[src/sv/rci_pkg.sv]
// ----------------------------------------------------------------------------
// rci_pkg: shared types and helpers of the ray/cube intersection block
// Payload structs, per-face pipeline records and fixed point saturation.
// ----------------------------------------------------------------------------
package rci_pkg;

	localparam int FRAC_BITS_DEF   = 16;
	localparam int NUM_FACES       = 6;
	localparam int QBITS           = 33;
	localparam logic [30:0] HALF_SIZE_RESET = 31'd49152;

	typedef enum logic [2:0] {
		FACE_NX,
		FACE_NY,
		FACE_NZ,
		FACE_PX,
		FACE_PY,
		FACE_PZ
	} face_t;

	// One ray as it enters the block.
	typedef struct packed {
		logic signed [31:0] origin_x;
		logic signed [31:0] origin_y;
		logic signed [31:0] origin_z;
		logic signed [31:0] dir_x;
		logic signed [31:0] dir_y;
		logic signed [31:0] dir_z;
		logic signed [31:0] t_min;
		logic signed [31:0] t_limit;
	} ray_in_t;

	// One result as it leaves the block.
	typedef struct packed {
		logic               hit;
		logic signed [31:0] nearest_t;
		logic [2:0]         face;
	} ray_out_t;

	// Division state of one face while the quotient is built bit by bit.
	typedef struct packed {
		logic        skip;
		logic        neg;
		logic        ovf;
		logic [32:0] num_mag;
		logic [31:0] den_mag;
		logic [32:0] rem;
		logic [32:0] quo;
	} div_lane_t;

	typedef struct packed {
		ray_in_t                     ray;
		div_lane_t [NUM_FACES-1:0]   lane;
	} div_stage_t;

	// Candidate face after its distance and hit point are known.
	typedef struct packed {
		logic               skip;
		logic               in_box;
		logic signed [31:0] t;
	} cand_t;

	typedef struct packed {
		cand_t [NUM_FACES-1:0] cand;
		logic signed [31:0]    t_min;
		logic signed [31:0]    nearest;
		logic                  hit;
		face_t                 face;
	} sel_stage_t;

	// Origin component on one axis.
	function automatic logic signed [31:0] ray_org(input ray_in_t r, input int axis);
		logic signed [31:0] v;
		case (axis)
			0: v = r.origin_x;
			1: v = r.origin_y;
			default: v = r.origin_z;
		endcase
		return v;
	endfunction

	// Direction component on one axis.
	function automatic logic signed [31:0] ray_dir(input ray_in_t r, input int axis);
		logic signed [31:0] v;
		case (axis)
			0: v = r.dir_x;
			1: v = r.dir_y;
			default: v = r.dir_z;
		endcase
		return v;
	endfunction

	// Clamp a wide signed value to the 32-bit signed range.
	function automatic logic signed [31:0] sat_to_32(input logic signed [63:0] v);
		logic signed [31:0] r;
		if (v > 64'sh0000_0000_7FFF_FFFF) begin
			r = 32'sh7FFF_FFFF;
		end else if (v < -64'sh0000_0000_8000_0000) begin
			r = 32'sh8000_0000;
		end else begin
			r = v[31:0];
		end
		return r;
	endfunction

endpackage

[src/sv/rci_select_cell.sv]
// ----------------------------------------------------------------------------
// rci_select_cell: nearest face selection for one face
// Accepts its face when the distance lies in the open window and the hit
// point is inside the cube, then hands the running nearest hit onward.
// ----------------------------------------------------------------------------
module rci_select_cell #(
	parameter int FACE = 0
) (
	input  logic                clk,
	input  logic                arst_n,
	input  logic                up_valid,
	output logic                up_ready,
	input  rci_pkg::sel_stage_t up,
	output logic                dn_valid,
	input  logic                dn_ready,
	output rci_pkg::sel_stage_t dn
);
	import rci_pkg::*;

	logic       valid_q;
	sel_stage_t data_q;
	sel_stage_t nxt;
	logic       take;

	// Strict compares keep the earlier face on equal distance.
	assign take = !up.cand[FACE].skip && up.cand[FACE].in_box
		&& (up.cand[FACE].t > up.t_min) && (up.cand[FACE].t < up.nearest);

	always_comb begin
		nxt = up;
		if (take) begin
			nxt.nearest = up.cand[FACE].t;
			nxt.hit     = 1'b1;
			nxt.face    = face_t'(3'(FACE));
		end
	end

	assign up_ready = !valid_q || dn_ready;

	always_ff @(posedge clk or negedge arst_n) begin
		if (!arst_n) begin
			valid_q <= 1'b0;
		end else if (up_ready) begin
			valid_q <= up_valid;
		end
	end

	always_ff @(posedge clk) begin
		if (up_ready && up_valid) begin
			data_q <= nxt;
		end
	end

	assign dn_valid = valid_q;
	assign dn       = data_q;

endmodule

[config.mk]
export PLATFORM = sky130hd
export DESIGN_NAME = rci_select_cell
export DESIGN_NICKNAME = d
export VERILOG_FILES = /design/src/sv/rci_pkg.sv /design/src/sv/rci_select_cell.sv
export SDC_FILE = /design/constraint.sdc
export NUM_CORES = 1
export LEC_CHECK = 0
export BUFFER_PORTS_ARGS = -buffer_cell sky130_fd_sc_hd__buf_2
export CORE_AREA = 4 4 209 211
export DETAILED_ROUTE_END_ITERATION = 16
export DIE_AREA = 0 0 213 215
export GPL_TIMING_DRIVEN = 0
export SLEW_MARGIN = 20
export SYNTH_ARGS = -nofsm -noshare
export SYNTH_HDL_FRONTEND = slang
export SYNTH_SLANG_ARGS = --single-unit
export TNS_END_PERCENT = 30
[constraint.sdc]
create_clock -name clk -period 19.5 [get_ports clk]
set_input_delay 3.9 -clock clk [delete_from_list [all_inputs] [get_ports clk]]
set_output_delay 3.9 -clock clk [all_outputs]
set_load 0.02 [all_outputs]
==> flow_metrics.env <==
export IMPL_outcome="complete, no violations"
export IMPL_post_cts_buffers=0
export IMPL_swShare_pct=24.4
export IMPL_path_max_fanout=3
export IMPL_power_internal_mw=1.12
export IMPL_ioPinCount=550
export IMPL_cpMostUsedCell="buf_2"
export IMPL_yosysSeqAreaShare_pct=79.1
export IMPL_p_seq_share_pct=46.7
export IMPL_layout_cells_non_filler=1703
export IMPL_cts_buffers=34
export IMPL_avgSynthCellArea_um2=19.2
export IMPL_cap_viol_max_count=0
export IMPL_dr_pass1_iters=4
export IMPL_ant_nets=0
export IMPL_die_w_um=213
export IMPL_ys_flop_type="edfxtp_1"
export IMPL_cts_root_buf="clkbuf_16"
export IMPL_port_buffer_count=549
export IMPL_final_setup_tns_ns=0
export IMPL_leakage_nw=6.70
export IMPL_htree_levels=2
export IMPL_netSwitchingPower_mw=0.363
export IMPL_finalSetupViolCount=0
export IMPL_grt_use_total_pct=14.8
export IMPL_drive_gt1_share_pct=55.6
export IMPL_cts_resized=0
export IMPL_synth_distinct_cells=36
export IMPL_overflow=0
export IMPL_antenna_found_initial=23
export IMPL_synth_top_area_share_pct=78.8
export IMPL_initial_utilization_pct=24.8
export IMPL_synth_area_leader_cell="edfxtp_1"
export IMPL_fmax_mhz=121
export IMPL_pwr_share_comb_pct=11.8
export IMPL_path_cells="buf_2, nand2b_1, buf_2"
export IMPL_min_path_type="flop to flop"
export IMPL_place_inst=1633
export IMPL_cts_buffer_depth=3
export IMPL_coreArea_um2=41800
export IMPL_fin_skew_ns=0.0108
export IMPL_synth_area_leaders="edfxtp_1, ha_1, mux2_4, inv_1, a21oi_1"
export IMPL_die_area_um2=45800
export IMPL_nNetsFinal=1469
export IMPL_synthesis_nets=879
export IMPL_drc=0
export IMPL_grt_first_pass_wirelength_mm=49.8
export IMPL_slowest_delay_ns=0.18
export IMPL_rows=75
export IMPL_multi_input_area_um2=1900
export IMPL_fin_crit_sh_pct=42.3
export IMPL_synth_edff_count=272
export IMPL_layout_commonest_cell="buf_2"
export IMPL_syn2layout_area_growth_pct=45.0
export IMPL_place_gp_congestion=0.831
export IMPL_synth_seq_cells=273
export IMPL_slew_limit_headroom_pct=48.4
export IMPL_fp_dieH_um=215
export IMPL_p_per_area_nw_per_um2=99.0
export IMPL_grt_pass1_vias=7431
export IMPL_worstSetupStartpointType="input port"
export IMPL_grt_max_degree=56
export IMPL_ys_warn_count=0
export IMPL_max_vdd_ir_drop_mv=0.0707
export IMPL_clk_latency_ns=0.52
export IMPL_num_fill_cells=4027
export IMPL_clkPwrFrac_pct=41.5
export IMPL_crit_required_ns=15.60
export IMPL_cts_sinks=273
export IMPL_dp_hpwl_mm=29.2
export IMPL_path_clk_slew_ns=0.06
export IMPL_rsz0062_at_grt="false"
export IMPL_vias_per_cell=4.09
export IMPL_cp_arrival_ns=4.35
export IMPL_finalHoldViolations=0
export IMPL_regArea_um2=8190
export IMPL_wl_per_cell_um=20.9
export IMPL_end_kind="output port"
export IMPL_route_final_wire_length_mm=35.6
export IMPL_crit_slowest_cell="buf_2"
export IMPL_cts_tree="yes"
export IMPL_synthCells=540
export IMPL_drv_slew=0
export IMPL_worstSetupPathType="input port to output port"
export IMPL_worst_pin_slew_ns=0.774
export IMPL_async_flop_share_pct=0.366
export IMPL_period_needed_ns=8.25
export IMPL_hold_buffers=0
export IMPL_synth_area_um2=10400
export IMPL_drtIter0Drc=323
export IMPL_vias=6960
export IMPL_mostFrequentLayoutCells="buf_2, edfxtp_1, inv_1, ha_1, clkbuf_16"
## power by group through the flow
stage / logic, mW / registers (mW) / clock network, mW
after global placement: 0.173 / 0.719 / 0
after detailed placement: 0.179 / 0.707 / 0
after floorplan: 0.0476 / 0.758 / 0
after CTS: 0.179 / 0.695 / 0.638
after global routing: 0.192 / 0.697 / 0.663
final: 0.176 / 0.694 / 0.616
## sequential cells by signal, summed over array words and instances, names as in the netlist
register	flops
dn	272
dn_valid	1
## per-stage QoR
| step | hold slack [ns] | area [um2] | setup slack, ns | power [mW] | utilization [%] |
|---|---|---|---|---|---|
| floorplan | 0.783 | 10400 | 8.46 | 0.806 | - |
| global placement | 0.502 | 13800 | 5.86 | 0.892 | 33.0 |
| detailed placement | 0.566 | 13900 | 11.25 | 0.885 | 33.3 |
| finish | 0.583 | 15000 | 11.25 | 1.49 | 36.0 |
| CTS | 0.583 | 15000 | 11.25 | 1.51 | 35.9 |
| global route | 0.645 | 15000 | 11.22 | 1.55 | 35.9 |
## logic make-up (layout without fill, tap and decap cells)
kind of cell    Yosys count  count (layout)  synth area share [%]
compound gates           48              48                  3.18
xor+xnor                  2               2                 0.169
fa+ha+maj                63              63                  7.61
buf+inv                  66             679                  2.61
flops                   273             273                  79.1
mux                      32              32                  4.42
other cells               0              11                     0
simple gates             56              56                  2.93
## routing by layer
| layer | vias to the layer above | share of wire (%) | GRT usage, % |
|---|---|---|---|
| met5 | - | 0.056 | 0 |
| met4 | 2 | 3.4 | 6.31 |
| met3 | 81 | 9.8 | 5.66 |
| met2 | 357 | 52 | 26.7 |
| met1 | 3257 | 35 | 15.3 |
| li1 | 3263 | - | - |
## path summary, 6_finish.rpt
kind,start,to,slack [ns],depth (start not counted)
worst min-delay path,dn_valid$_DFFE_PN0N_,dn_valid$_DFFE_PN0N_,0.58,2
max in group asynchronous,arst_n,dn_valid$_DFFE_PN0N_,16.28,1
worst max-delay path,dn_ready,up_ready,11.25,3
worst max register to register,dn_valid$_DFFE_PN0N_,dn[62]$_DFFE_PP_,17.02,5
min in group asynchronous,arst_n,dn_valid$_DFFE_PN0N_,3.14,1
worst min register to register,dn_valid$_DFFE_PN0N_,dn_valid$_DFFE_PN0N_,0.58,2
## cell type report
cell class | instances | area share (%)
Antenna cell | 11 | 0.183
Multi-Input combinational cell | 201 | 12.6
Timing Repair Buffer | 554 | 19.1
Sequential cell | 273 | 54.5
Tap cell | 539 | 4.49
Inverter | 63 | 1.57
Buffer | 3 | 0.225
Clock buffer | 41 | 5.98
Clock inverter | 18 | 1.29
## cell usage after synthesis, types with 2 or more instances
master    count
edfxtp_1    272
ha_1         63
inv_1        63
mux2_4       26
a21oi_1      20
nand2_1      15
a21o_1        7
nand3_1       7
mux2_2        6
nor2_1        6
and2_1        5
nand2b_1      5
nand4_1       5
o21ai_0       5
and4_1        4
nor3_1        4
a211oi_1      3
buf_6         3
a221o_1       2
a221oi_1      2
nor2b_1       2
## worst max-delay path: cells and delay by family
family        cells  cell delay [ns]
simple gates      1             0.17
buf+inv           2             0.28
No activity file was read; power rests on OpenSTA's default activity.
